`src/hw/rtl/proximity_alarm_mode_controller_unit_defines.svh`:
```
// assertion helpers for the controller rtl
`ifndef PROXIMITY_ALARM_MODE_CONTROLLER_UNIT_DEFINES_SVH
`define PROXIMITY_ALARM_MODE_CONTROLLER_UNIT_DEFINES_SVH

// same-cycle implication
`define PAMC_ASSERT_IMP(label, clk, rst, ante, cons, msg) \
  label: assert property (@(posedge clk) disable iff (rst) (ante) |-> (cons)) \
    else $error(msg);

// next-cycle implication
`define PAMC_ASSERT_NXT(label, clk, rst, ante, cons, msg) \
  label: assert property (@(posedge clk) disable iff (rst) (ante) |=> (cons)) \
    else $error(msg);

`endif

```
`src/hw/rtl/pamc_pkg.sv`:
```
`default_nettype none

package pamc_pkg;

  localparam int MM_W       = 16;
  localparam int CM_W       = 13;
  localparam int LIM_W      = 10;
  localparam int BEAT_W     = 10;
  localparam int SVC_W      = 8;
  localparam int GUARD_W    = 16;
  localparam int CFG_IDX_W  = 2;
  localparam int CFG_DATA_W = 16;

  typedef logic [1:0] mode_t;

  localparam mode_t MODE_FULL   = 2'd0;
  localparam mode_t MODE_SCREEN = 2'd1;
  localparam mode_t MODE_BUZZER = 2'd2;
  localparam mode_t MODE_LED    = 2'd3;

  localparam logic CMD_TICK   = 1'b0;
  localparam logic CMD_REMOTE = 1'b1;

  typedef enum logic [CFG_IDX_W-1:0] {
    CFG_SERVICE_INTERVAL,
    CFG_REMOTE_GUARD,
    CFG_FAR_LIMIT,
    CFG_SOLID_LIMIT
  } cfg_idx_t;

  // register defaults
  localparam logic [SVC_W-1:0]   SVC_INTERVAL_RST = 8'd10;
  localparam logic [GUARD_W-1:0] GUARD_MS_RST     = 16'd1000;
  localparam logic [LIM_W-1:0]   FAR_LIMIT_RST    = 10'd55;
  localparam logic [LIM_W-1:0]   SOLID_LIMIT_RST  = 10'd4;

  // band edges in cm, each band includes its upper bound
  localparam logic [CM_W-1:0] EDGE_40 = 13'd40;
  localparam logic [CM_W-1:0] EDGE_30 = 13'd30;
  localparam logic [CM_W-1:0] EDGE_20 = 13'd20;
  localparam logic [CM_W-1:0] EDGE_12 = 13'd12;
  localparam logic [CM_W-1:0] EDGE_8  = 13'd8;

  // beep half periods in ticks
  localparam logic [BEAT_W-1:0] HALF_600 = 10'd600;
  localparam logic [BEAT_W-1:0] HALF_500 = 10'd500;
  localparam logic [BEAT_W-1:0] HALF_400 = 10'd400;
  localparam logic [BEAT_W-1:0] HALF_250 = 10'd250;
  localparam logic [BEAT_W-1:0] HALF_150 = 10'd150;
  localparam logic [BEAT_W-1:0] HALF_52  = 10'd52;

  // x / 10 == (x * 0xcccd) >> 19, exact over 16 bits
  localparam logic [MM_W-1:0] DIV10_RECIP = 16'hCCCD;
  localparam int              DIV10_SHIFT = 19;

  typedef struct packed {
    logic            command;
    logic            button_level;
    logic [CM_W-1:0] distance_cm;
  } item_t;

  typedef struct packed {
    logic              off;
    logic              solid;
    logic [BEAT_W-1:0] half;
  } band_t;

  function automatic logic [CM_W-1:0] mm_to_cm(input logic [MM_W-1:0] mm);
    logic [2*MM_W-1:0] prod;
    prod = (2*MM_W)'(mm) * (2*MM_W)'(DIV10_RECIP);
    return prod[DIV10_SHIFT +: CM_W];
  endfunction

  function automatic band_t band_of(input logic [CM_W-1:0]  d,
                                    input logic [LIM_W-1:0] far_lim,
                                    input logic [LIM_W-1:0] solid_lim);
    band_t b;
    b.off   = 1'b0;
    b.solid = 1'b0;
    b.half  = '0;
    if (d > CM_W'(far_lim)) begin
      b.off = 1'b1;
    end else if (d <= CM_W'(solid_lim)) begin
      b.solid = 1'b1;
    end else if (d > EDGE_40) begin
      b.half = HALF_600;
    end else if (d > EDGE_30) begin
      b.half = HALF_500;
    end else if (d > EDGE_20) begin
      b.half = HALF_400;
    end else if (d > EDGE_12) begin
      b.half = HALF_250;
    end else if (d > EDGE_8) begin
      b.half = HALF_150;
    end else begin
      b.half = HALF_52;
    end
    return b;
  endfunction

endpackage

`default_nettype wire

```
`src/hw/rtl/pamc_in_if.sv`:
```
`default_nettype none

interface pamc_in_if;
  logic                      valid;
  logic                      ready;
  logic                      command;
  logic [pamc_pkg::MM_W-1:0] distance_mm;
  logic                      button_level;

  modport source(output valid, output command, output distance_mm,
                 output button_level, input ready);
  modport sink(input valid, input command, input distance_mm,
               input button_level, output ready);
endinterface

`default_nettype wire

```
`src/hw/rtl/pamc_out_if.sv`:
```
`default_nettype none

interface pamc_out_if;
  logic                      valid;
  logic                      ready;
  logic                      led_on;
  logic                      buzzer_on;
  pamc_pkg::mode_t           current_mode_code;
  logic [pamc_pkg::CM_W-1:0] distance_cm_out;
  logic                      mode_changed;

  modport source(output valid, output led_on, output buzzer_on,
                 output current_mode_code, output distance_cm_out,
                 output mode_changed, input ready);
  modport sink(input valid, input led_on, input buzzer_on,
               input current_mode_code, input distance_cm_out,
               input mode_changed, output ready);
endinterface

`default_nettype wire

```
`src/hw/rtl/pamc_cfg_if.sv`:
```
`default_nettype none

interface pamc_cfg_if;
  logic                            valid;
  logic                            ready;
  logic [pamc_pkg::CFG_IDX_W-1:0]  index;
  logic [pamc_pkg::CFG_DATA_W-1:0] data;

  modport source(output valid, output index, output data, input ready);
  modport sink(input valid, input index, input data, output ready);
endinterface

`default_nettype wire

```
`src/hw/rtl/pamc_in_stage.sv`:
```
`default_nettype none

module pamc_in_stage (
  input  logic              clk,
  input  logic              rst,
  pamc_in_if.sink           item,
  input  logic              advance,
  output logic              stage_valid,
  output pamc_pkg::item_t   stage_item
);

  logic accept;

  assign item.ready = !stage_valid || advance;
  assign accept     = item.valid && item.ready;

  always_ff @(posedge clk) begin
    if (rst) begin
      stage_valid <= 1'b0;
    end else if (accept) begin
      stage_valid <= 1'b1;
    end else if (advance) begin
      stage_valid <= 1'b0;
    end
  end

  // cm conversion is done on the way in, off the state update path
  always_ff @(posedge clk) begin
    if (accept) begin
      stage_item.command      <= item.command;
      stage_item.button_level <= item.button_level;
      stage_item.distance_cm  <= pamc_pkg::mm_to_cm(item.distance_mm);
    end
  end

endmodule

`default_nettype wire

```
`src/hw/rtl/pamc_core.sv`:
```
`default_nettype none
`include "proximity_alarm_mode_controller_unit_defines.svh"

module pamc_core (
  input  logic            clk,
  input  logic            rst,
  input  logic            stage_valid,
  input  pamc_pkg::item_t stage_item,
  output logic            advance,
  pamc_cfg_if.sink        cfg,
  pamc_out_if.source      result
);

  // configuration
  logic [pamc_pkg::SVC_W-1:0]   svc_interval;
  logic [pamc_pkg::GUARD_W-1:0] guard_ms;
  logic [pamc_pkg::LIM_W-1:0]   far_limit;
  logic [pamc_pkg::LIM_W-1:0]   solid_limit;

  // controller state
  pamc_pkg::mode_t              mode_reg;
  logic [pamc_pkg::CM_W-1:0]    distance_cm_reg;
  logic [pamc_pkg::SVC_W-1:0]   service_count;
  logic [pamc_pkg::BEAT_W-1:0]  beat_count;
  logic [pamc_pkg::GUARD_W-1:0] guard_count;
  logic                         remote_allowed;
  logic                         button_prev;
  logic                         led_reg;
  logic                         buzzer_reg;

  pamc_pkg::mode_t              mode_reg_next;
  logic [pamc_pkg::CM_W-1:0]    distance_cm_reg_next;
  logic [pamc_pkg::SVC_W-1:0]   service_count_next;
  logic [pamc_pkg::BEAT_W-1:0]  beat_count_next;
  logic [pamc_pkg::GUARD_W-1:0] guard_count_next;
  logic                         remote_allowed_next;
  logic                         button_prev_next;
  logic                         led_reg_next;
  logic                         buzzer_reg_next;
  logic                         changed_next;

  assign advance   = stage_valid && (!result.valid || result.ready);
  assign cfg.ready = 1'b1;

  always_comb begin
    logic [pamc_pkg::SVC_W-1:0]   svc_dec;
    logic [pamc_pkg::BEAT_W-1:0]  beat_dec;
    logic [pamc_pkg::GUARD_W-1:0] guard_load;
    logic [pamc_pkg::GUARD_W-1:0] guard_cur;
    logic                         use_led;
    logic                         use_buz;
    pamc_pkg::band_t              band;

    mode_reg_next        = mode_reg;
    distance_cm_reg_next = distance_cm_reg;
    service_count_next   = service_count;
    beat_count_next      = beat_count;
    guard_count_next     = guard_count;
    remote_allowed_next  = remote_allowed;
    button_prev_next     = button_prev;
    led_reg_next         = led_reg;
    buzzer_reg_next      = buzzer_reg;
    changed_next         = 1'b0;

    svc_dec    = (service_count != '0) ? service_count - 1'b1 : service_count;
    beat_dec   = (beat_count != '0) ? beat_count - 1'b1 : beat_count;
    guard_load = (guard_ms == '0) ? pamc_pkg::GUARD_W'(1) : guard_ms;
    guard_cur  = (guard_count == '0) ? guard_load : guard_count;
    use_led    = (mode_reg == pamc_pkg::MODE_FULL) || (mode_reg == pamc_pkg::MODE_LED);
    use_buz    = (mode_reg == pamc_pkg::MODE_FULL) || (mode_reg == pamc_pkg::MODE_BUZZER);
    band       = pamc_pkg::band_of(stage_item.distance_cm, far_limit, solid_limit);

    if (advance) begin
      if (stage_item.command == pamc_pkg::CMD_REMOTE) begin
        if (remote_allowed) begin
          mode_reg_next       = mode_reg + 1'b1;
          remote_allowed_next = 1'b0;
          changed_next        = 1'b1;
        end
      end else begin
        service_count_next = svc_dec;
        beat_count_next    = beat_dec;
        guard_count_next   = guard_cur - 1'b1;
        if (guard_count == '0) begin
          remote_allowed_next = 1'b1;
        end
        if (svc_dec == '0) begin
          service_count_next   = svc_interval;
          distance_cm_reg_next = stage_item.distance_cm;
          // drive from the fresh sample, mode before any button step
          if (mode_reg == pamc_pkg::MODE_SCREEN) begin
            led_reg_next    = 1'b0;
            buzzer_reg_next = 1'b0;
          end else if (beat_dec == '0) begin
            if (band.off) begin
              led_reg_next    = 1'b0;
              buzzer_reg_next = 1'b0;
            end else if (band.solid) begin
              led_reg_next    = use_led;
              buzzer_reg_next = use_buz;
            end else begin
              beat_count_next = band.half;
              led_reg_next    = use_led && !led_reg;
              buzzer_reg_next = use_buz && !buzzer_reg;
            end
          end
          if (stage_item.button_level && !button_prev) begin
            mode_reg_next = mode_reg + 1'b1;
            changed_next  = 1'b1;
          end
          button_prev_next = stage_item.button_level;
        end
      end
    end
  end

  always_ff @(posedge clk) begin
    if (rst) begin
      svc_interval    <= pamc_pkg::SVC_INTERVAL_RST;
      guard_ms        <= pamc_pkg::GUARD_MS_RST;
      far_limit       <= pamc_pkg::FAR_LIMIT_RST;
      solid_limit     <= pamc_pkg::SOLID_LIMIT_RST;
    end else if (cfg.valid) begin
      case (pamc_pkg::cfg_idx_t'(cfg.index))
        pamc_pkg::CFG_SERVICE_INTERVAL: svc_interval <= cfg.data[pamc_pkg::SVC_W-1:0];
        pamc_pkg::CFG_REMOTE_GUARD:     guard_ms     <= cfg.data[pamc_pkg::GUARD_W-1:0];
        pamc_pkg::CFG_FAR_LIMIT:        far_limit    <= cfg.data[pamc_pkg::LIM_W-1:0];
        pamc_pkg::CFG_SOLID_LIMIT:      solid_limit  <= cfg.data[pamc_pkg::LIM_W-1:0];
        default: ;
      endcase
    end
  end

  always_ff @(posedge clk) begin
    if (rst) begin
      mode_reg        <= pamc_pkg::MODE_FULL;
      distance_cm_reg <= '0;
      service_count   <= '0;
      beat_count      <= '0;
      guard_count     <= '0;
      remote_allowed  <= 1'b0;
      button_prev     <= 1'b0;
      led_reg         <= 1'b0;
      buzzer_reg      <= 1'b0;
      result.valid    <= 1'b0;
    end else begin
      mode_reg        <= mode_reg_next;
      distance_cm_reg <= distance_cm_reg_next;
      service_count   <= service_count_next;
      beat_count      <= beat_count_next;
      guard_count     <= guard_count_next;
      remote_allowed  <= remote_allowed_next;
      button_prev     <= button_prev_next;
      led_reg         <= led_reg_next;
      buzzer_reg      <= buzzer_reg_next;
      if (advance) begin
        result.valid <= 1'b1;
      end else if (result.ready) begin
        result.valid <= 1'b0;
      end
    end
  end

  always_ff @(posedge clk) begin
    if (advance) begin
      result.led_on            <= led_reg_next;
      result.buzzer_on         <= buzzer_reg_next;
      result.current_mode_code <= mode_reg_next;
      result.distance_cm_out   <= distance_cm_reg_next;
      result.mode_changed      <= changed_next;
    end
  end

  `PAMC_ASSERT_IMP(a_beat_bound, clk, rst, 1'b1, beat_count <= pamc_pkg::HALF_600, "beat count past longest half period")
  `PAMC_ASSERT_NXT(a_mode_hold, clk, rst, !advance, $stable(mode_reg), "mode moved without a transfer")
  `PAMC_ASSERT_NXT(a_remote_clear, clk, rst, advance && stage_item.command == pamc_pkg::CMD_REMOTE, !remote_allowed, "remote window still open after press")
  `PAMC_ASSERT_NXT(a_guard_arm, clk, rst, advance && stage_item.command == pamc_pkg::CMD_TICK && guard_count == '0, remote_allowed, "guard expiry did not open remote window")
  `PAMC_ASSERT_NXT(a_changed_flag, clk, rst, advance, result.mode_changed == (mode_reg != $past(mode_reg)), "mode_changed disagrees with mode")

endmodule

`default_nettype wire

```
`src/hw/rtl/proximity_alarm_mode_controller_unit.sv`:
```
// channel | role   | payload
// --------+--------+---------------------------------------------------------
// item    | sink   | command, distance_mm, button_level
// result  | source | led_on, buzzer_on, current_mode_code, distance_cm_out,
//         |        | mode_changed
// cfg     | sink   | index, data (register write, always ready)
//
// one item per cycle sustained while the result is taken; each item passes
// the input register and then the result register
// mm to cm scaling sits in the input register stage, the mode/beep update
// sits between the input register and the result register
// reset (rst, synchronous) clears control state and loads register defaults
// a stalled result holds; one more item waits in the input register, then
// item.ready drops until the result is taken
`default_nettype none

module proximity_alarm_mode_controller_unit (
  input logic        clk,
  input logic        rst,
  pamc_in_if.sink    item,
  pamc_out_if.source result,
  pamc_cfg_if.sink   cfg
);

  // input register to update stage
  logic            stage_valid;
  pamc_pkg::item_t stage_item;
  // update stage pulls the staged item
  logic            advance;

  // input register: captures the item and converts mm to cm
  pamc_in_stage u_in_stage (
    .clk         (clk),
    .rst         (rst),
    .item        (item),
    .advance     (advance),
    .stage_valid (stage_valid),
    .stage_item  (stage_item)
  );

  // state update, configuration registers and result register
  pamc_core u_core (
    .clk         (clk),
    .rst         (rst),
    .stage_valid (stage_valid),
    .stage_item  (stage_item),
    .advance     (advance),
    .cfg         (cfg),
    .result      (result)
  );

endmodule

`default_nettype wire

```
`src/flat_wrapper.sv`:
```
// flat-port wrapper written by rule: the top's interface ports become plain ports
module proximity_alarm_mode_controller_unit_flat 
  (clk, rst, item_valid, item_command, item_distance_mm, item_button_level, item_ready, result_valid, result_led_on, result_buzzer_on, result_current_mode_code, result_distance_cm_out, result_mode_changed, result_ready, cfg_valid, cfg_index, cfg_data, cfg_ready);
  pamc_in_if item_i ();
  pamc_out_if result_i ();
  pamc_cfg_if cfg_i ();
  input logic clk;
  input logic rst;
  input wire logic [$bits(item_i.valid)-1:0] item_valid;
  input wire logic [$bits(item_i.command)-1:0] item_command;
  input wire logic [$bits(item_i.distance_mm)-1:0] item_distance_mm;
  input wire logic [$bits(item_i.button_level)-1:0] item_button_level;
  output wire logic [$bits(item_i.ready)-1:0] item_ready;
  output wire logic [$bits(result_i.valid)-1:0] result_valid;
  output wire logic [$bits(result_i.led_on)-1:0] result_led_on;
  output wire logic [$bits(result_i.buzzer_on)-1:0] result_buzzer_on;
  output wire logic [$bits(result_i.current_mode_code)-1:0] result_current_mode_code;
  output wire logic [$bits(result_i.distance_cm_out)-1:0] result_distance_cm_out;
  output wire logic [$bits(result_i.mode_changed)-1:0] result_mode_changed;
  input wire logic [$bits(result_i.ready)-1:0] result_ready;
  input wire logic [$bits(cfg_i.valid)-1:0] cfg_valid;
  input wire logic [$bits(cfg_i.index)-1:0] cfg_index;
  input wire logic [$bits(cfg_i.data)-1:0] cfg_data;
  output wire logic [$bits(cfg_i.ready)-1:0] cfg_ready;
  assign item_i.valid = item_valid;
  assign item_i.command = item_command;
  assign item_i.distance_mm = item_distance_mm;
  assign item_i.button_level = item_button_level;
  assign item_ready = item_i.ready;
  assign result_valid = result_i.valid;
  assign result_led_on = result_i.led_on;
  assign result_buzzer_on = result_i.buzzer_on;
  assign result_current_mode_code = result_i.current_mode_code;
  assign result_distance_cm_out = result_i.distance_cm_out;
  assign result_mode_changed = result_i.mode_changed;
  assign result_i.ready = result_ready;
  assign cfg_i.valid = cfg_valid;
  assign cfg_i.index = cfg_index;
  assign cfg_i.data = cfg_data;
  assign cfg_ready = cfg_i.ready;
  proximity_alarm_mode_controller_unit u_core (.clk(clk), .rst(rst), .item(item_i), .result(result_i), .cfg(cfg_i));
endmodule
```
`config.mk`:
```
export PLATFORM = sky130hd
export DESIGN_NAME = proximity_alarm_mode_controller_unit_flat
export DESIGN_NICKNAME = d
export VERILOG_FILES = /design/src/hw/rtl/pamc_pkg.sv /design/src/hw/rtl/pamc_in_if.sv /design/src/hw/rtl/pamc_out_if.sv /design/src/hw/rtl/pamc_cfg_if.sv /design/src/hw/rtl/pamc_in_stage.sv /design/src/hw/rtl/pamc_core.sv /design/src/hw/rtl/proximity_alarm_mode_controller_unit.sv /design/src/flat_wrapper.sv
export VERILOG_INCLUDE_DIRS = /design/src /design/src/hw/rtl
export SDC_FILE = /design/constraint.sdc
export NUM_CORES = 1
export LEC_CHECK = 0
export BUFFER_PORTS_ARGS = -buffer_cell sky130_fd_sc_hd__buf_2
export CORE_ASPECT_RATIO = 1.1
export CORE_MARGIN = 5
export CORE_UTILIZATION = 60
export CTS_CLUSTER_SIZE = 40
export DETAILED_ROUTE_END_ITERATION = 8
export GPL_ROUTABILITY_DRIVEN = 0
export GPL_TIMING_DRIVEN = 0
export PLACE_DENSITY = 0.79
export SYNTH_ARGS = -nofsm -noshare
export SYNTH_HDL_FRONTEND = slang
export SYNTH_SLANG_ARGS = --single-unit
```
`constraint.sdc`:
```
create_clock -name clk -period 7.7 [get_ports clk]
set_input_delay 1.54 -clock clk [delete_from_list [all_inputs] [get_ports clk]]
set_output_delay 1.54 -clock clk [all_outputs]
set_load 0.005 [all_outputs]
```
======== Word level (Yosys, flattened, before mapping) ========
Cells that the tools add are included.
storage, ports and cells
  bits in registers ....................... 132
  input port bits ......................... 41
cells by class
  add/sub/neg operators ................... 4
  $mul .................................... 1
  magnitude comparators ................... 7
  eq/ne operators ......................... 6
  multiplexer cells ....................... 51
  bitwise gates (word level) .............. 1
  reductions and logical operators ........ 32
operator list
  cell                                                                              number
  10-bit 2-to-1 mux                                                                 8
  13-bit 2-to-1 mux                                                                 3
  16-bit zero test                                                                  2
  16-bit by 16-bit multiplier with 32-bit output, second input constant             1
  16-bit 2-to-1 mux                                                                 2
  8-bit 2-to-1 mux                                                                  4
  13-bit by 4-bit greater-than comparator with 1-bit output, second input constant  2
  13-bit by 5-bit greater-than comparator with 1-bit output, second input constant  2
  1-bit 2-to-1 mux                                                                  26
  9-bit 2-to-1 mux                                                                  2
  16-bit by 1-bit subtractor with 16-bit output, second input constant              1
  13-bit by 10-bit greater-than comparator with 1-bit output                        1
  13-bit by 6-bit greater-than comparator with 1-bit output, second input constant  1
  13-bit by 10-bit <= comparator with 1-bit output                                  1
  2-bit AND reduction                                                               6
  11-bit 2-to-1 mux                                                                 1
  10-bit zero test                                                                  1
  2-bit 2-to-1 mux                                                                  5
  10-bit nonzero test                                                               1
  10-bit by 1-bit subtractor with 10-bit output, second input constant              1
  2-bit equality test, second input constant                                        4
  8-bit zero test                                                                   1
  8-bit nonzero test                                                                1
  8-bit by 1-bit subtractor with 8-bit output, second input constant                1
  other kinds (9)                                                                   24

======== Logic depth before layout (Yosys ltp) ========
  depth in word-level cells ............... 15
  mapped depth ............................ 21
  gate-level depth less buffers ........... 21

======== Cells and area by module ========
Synthesis repeated with hierarchy kept, for this count alone.
unflattened totals
  cells, all modules ...................... 1301
  area, all modules ....................... 11677.4 µm²
modules (own cells, without submodules)
  module         times used  cells each  area each (µm²)
  pamc_core      1           736         6238.5
  pamc_in_stage  1           565         5439.0

======== Least setup slack after synthesis ========
Ideal clock, no wire load.
  kind .................................... input to register
  from .................................... input item_distance_mm[7]
  to ...................................... register, netlist name u_core.u_in_stage.stage_item[12]
  setup time .............................. 0.157 ns
  data arrival time ....................... 6.157 ns
  data required time ...................... 7.543 ns
  setup slack ............................. 1.386 ns
  stages on the path ...................... 17
  path buffers ............................ 0
  cells stage by stage .................... ha_1 > inv_1 > fa_1 > inv_1 > fa_1 > fa_1 > fa_1 > inv_1 > fa_1 > inv_1 > ha_1 > a21oi_1 > o21ai_0 > o311ai_0 > a31oi_1 > and4_1 > nor3_1
on the way
  longest elaborated chain between the ends .. 1
RTL lines
  element                                         RTL line            RTL
  from (decl)                                     flat_wrapper.sv:11  input wire logic [$bits(item_i.distance_mm)-1:0] item_distance_mm;
  16-bit by 16-bit multiplier with 32-bit output  pamc_pkg.sv:70      prod = (2*MM_W)'(mm) * (2*MM_W)'(DIV10_RECIP);
No other way between the ends.
A chain may end at the register's enable or synchronous reset.

======== Worst setup path after layout ========
  from .................................... input item_distance_mm[7]
  to ...................................... register, netlist name u_core.u_in_stage.stage_item[12]
on the way
  longest elaborated chain between the ends .. 1
RTL lines
  element                                         RTL line
  16-bit by 16-bit multiplier with 32-bit output  pamc_pkg.sv:70
No other way between the ends.

==> impl_metrics.toml <==
[yosys]
ys_ff_latch = 132
syn_inst = 1233
ys_async_sr_fraction_pct = 0
synth_fp_nets = 1510
synth-edff-count = 33
yosysSeqAreaShare_pct = 26.7
synth_top_area_share_pct = 17.8
synth_cell_types = 73
synth_flop_cell = "dfxtp_1"
synth.area.top_cells = "dfxtp_1 18%, ha_1 18%, fa_1 14%"
synth_common_cells = "220 x inv_1, 157 x ha_1, 103 x nand2_1"
ys_warn_count = 0
avgSynthCellArea_sq_um = 9.04
synth_area_sq_um = 11100
yosysMostFrequentCell = "inv_1"
yosys.area.top_type = "dfxtp_1"

[setup_path]
crit_path_frequent_cell = "fa_1"
crit_buf_inv = 5
crit_chain = "buf_2 -> ha_1 -> inv_1 -> fa_1 -> inv_1 -> fa_1 -> fa_1 -> fa_1 -> inv_1 -> fa_1 -> inv_1 -> ha_1 -> a21oi_1 -> o21ai_0 -> o311ai_0 -> a31oi_1 -> and4_1 -> nor3_1"
path_delay_family = "adder cells"
endpoint_kind = "register"
max_stage_delay_ns = 0.54
critical_path_required_ns = 7.95
worst_ep_arrival_time_ns = 6.85
reg2reg_slack_ns = 3.26
start_kind = "primary input"
cp_slowest_cell = "fa_1"
crit_type = "in2reg"
cp_max_fo = 5

[job]
drv_cap = 0

[sta]
clock.fmax_mhz = 151
period_minus_slack_ns = 6.61
finalSetupTns_ns = 0
worst_slew_pin_slew_ns = 0.878
slew_violations = 0
setup_viol = 0
period_share_pct = 85.8
skew_ns = 0.00642
hold_viol = 0
grt_setup_unrepaired = "no"
slew_headroom_pct = 41.0

[floorplanning]
dieArea_sq_um = 21400
pin_count = 62
start_util_pct = 60.7
coreArea_sq_um = 18300
die-width_um = 140
core.rowCount = 52
die_h_um = 153

[run_status]
status = "finished clean"

[placement]
dp_hpwl_mm = 21.4
io_buffer_count = 60
dpl.cell_count = 1537

[layout]
num_antenna_cells = 0
reg_top3 = "u_core.u_core.guard_count x16, u_core.u_core.guard_ms x16, u_core.u_in_stage.stage_item x15"
nNetsFinal = 1591
area_growth_pct = 10.5
drive_above_1_share_pct = 10.1
instances_no_fill = 1570

[clock_network]
tritoncts = "built"
insertion_delay_ns = 0.41
cts.repair.resized = 0
cts_buffers = 17
htree_num_levels = 4
clockBufferDepth = 2
cts_sinks = 132
ctsHoldBuffers = 0
cts_root_buf = "clkbuf_16"
postCtsSetupRepairBufs = 0
clk_pin_slew_ns = 0.06

[power_and_ir_drop]
ir_worst_vdd_v = 0.000243
p_per_area_nw_per_um2 = 333
comb_power_share_pct = 58.8
p_switching_mw = 1.77
internal_power_mw = 2.33
swShare_pct = 43.2
clkPwrFrac_pct = 18.1
power_leakage_nw = 5.80
seqPwrFrac_pct = 23.1

[detailed_routing]
drt-wirelength-per-cell_um = 17.1
drtPass1Iterations = 6
vias = 9021
route.detailed.drc = 0
vias_per_cell = 5.75
drt_iter0_markers = 578
drt_wl_total_mm = 26.8
final_antenna_net_count = 0

[global_routing]
grt_pass1_vias = 9026
antenna_found_initial = 0
gr-usage-all-layers_pct = 25.3
grt_max_degree = 19
grt_overflow = 0
grt_pass1_wl_mm = 44.1

[min_path]
hp-class = "reg2reg"
metrics by stage:
step | util, % | instance area, sq um | power, mW | hold WS [ns] | setup WS, ns
floorplan | - | 11100 | 2.79 | 0.431 | 1.39
global placement | 64.0 | 11700 | 3.25 | 0.436 | 0.719
detailed placement | 64.1 | 11800 | 3.34 | 0.447 | 0.677
CTS | 67.1 | 12300 | 4.11 | 0.455 | 1.11
global route | 67.1 | 12300 | 4.52 | 0.476 | 0.850
finish | 67.1 | 12300 | 4.10 | 0.453 | 1.09
worst min-delay path, stage by stage (launching register included):
cell and delay, ns:
dfxtp_1 0.30, nand2_1 0.05, a21oi_1 0.05
per-layer routing:
metal	vias up	share of wire [%]	global-route usage (%)
li1	4350	-	-
met1	4278	41	30.4
met5	-	0	0
met2	309	50	44.7
met3	84	4.7	3.38
met4	0	4.2	12.1
power groups by stage:
stage,Combinational [mW],Sequential (mW),Clock (mW)
final,2.41,0.947,0.743
after global routing,2.78,0.956,0.783
after CTS,2.41,0.946,0.751
after detailed placement,2.38,0.959,0
after global placement,2.30,0.957,0
after floorplan,1.87,0.926,0
area by class of cell:
type / count / area, sq um
Buffer: 37 / 171
Inverter: 220 / 826
Multi-Input combinational cell: 844 / 7170
Clock buffer: 17 / 425
Sequential cell: 132 / 2970
Tap cell: 243 / 304
Fill cell: 1493 / 6040
Clock inverter: 15 / 116
Timing Repair Buffer: 62 / 320
kinds of logic after synthesis:
family | count (synthesis) | share of synthesized area [%]
compound gates | 218 | 12.5
xor+xnor | 23 | 1.81
fa+ha+maj | 237 | 31.9
buf+inv | 257 | 8.95
flops | 132 | 26.7
mux | 31 | 2.95
other cells | 1 | 0.0337
simple gates | 334 | 15.1
cells in the final DEF (no fill, tap or decap), types with 4 or more instances in the layout:
cell | synthesis | routed
inv_1 | 220 | 220
ha_1 | 157 | 157
nand2_1 | 103 | 103
dfxtp_1 | 99 | 99
a21oi_1 | 85 | 85
fa_1 | 79 | 79
nor2_1 | 68 | 68
buf_2 | 3 | 63
edfxtp_1 | 33 | 33
o21ai_0 | 32 | 32
clkbuf_1 | 26 | 26
nor3_1 | 25 | 25
nand3_1 | 25 | 25
and2_1 | 22 | 22
clkbuf_16 | 0 | 17
mux2i_1 | 16 | 16
xor2_1 | 14 | 14
mux2_2 | 13 | 13
nor4_1 | 12 | 12
nand4_1 | 12 | 12
a21o_1 | 12 | 12
a211oi_1 | 11 | 11
a31oi_1 | 10 | 10
nor2b_1 | 10 | 9
or2_2 | 9 | 9
xnor2_1 | 9 | 9
o21a_1 | 9 | 9
nand2b_1 | 8 | 8
or3_1 | 8 | 8
o211ai_1 | 8 | 8
or4_1 | 6 | 6
o31ai_1 | 6 | 6
clkinv_2 | 0 | 6
o22ai_1 | 5 | 5
and3_1 | 5 | 5
and4_1 | 4 | 4
nor3b_1 | 4 | 4
final timing paths:
check	from	end	cells after the start
min reg2reg	u_core.u_core.far_limit[9]	u_core.u_core.far_limit[9]	2
max	item_distance_mm[7]	u_core.u_in_stage.stage_item[12]	18
max reg2reg	u_core.u_core.guard_count[9]	u_core.u_core.guard_count[14]	15
min	u_core.u_core.far_limit[9]	u_core.u_core.far_limit[9]	2
(Power assumes the default switching activity.)
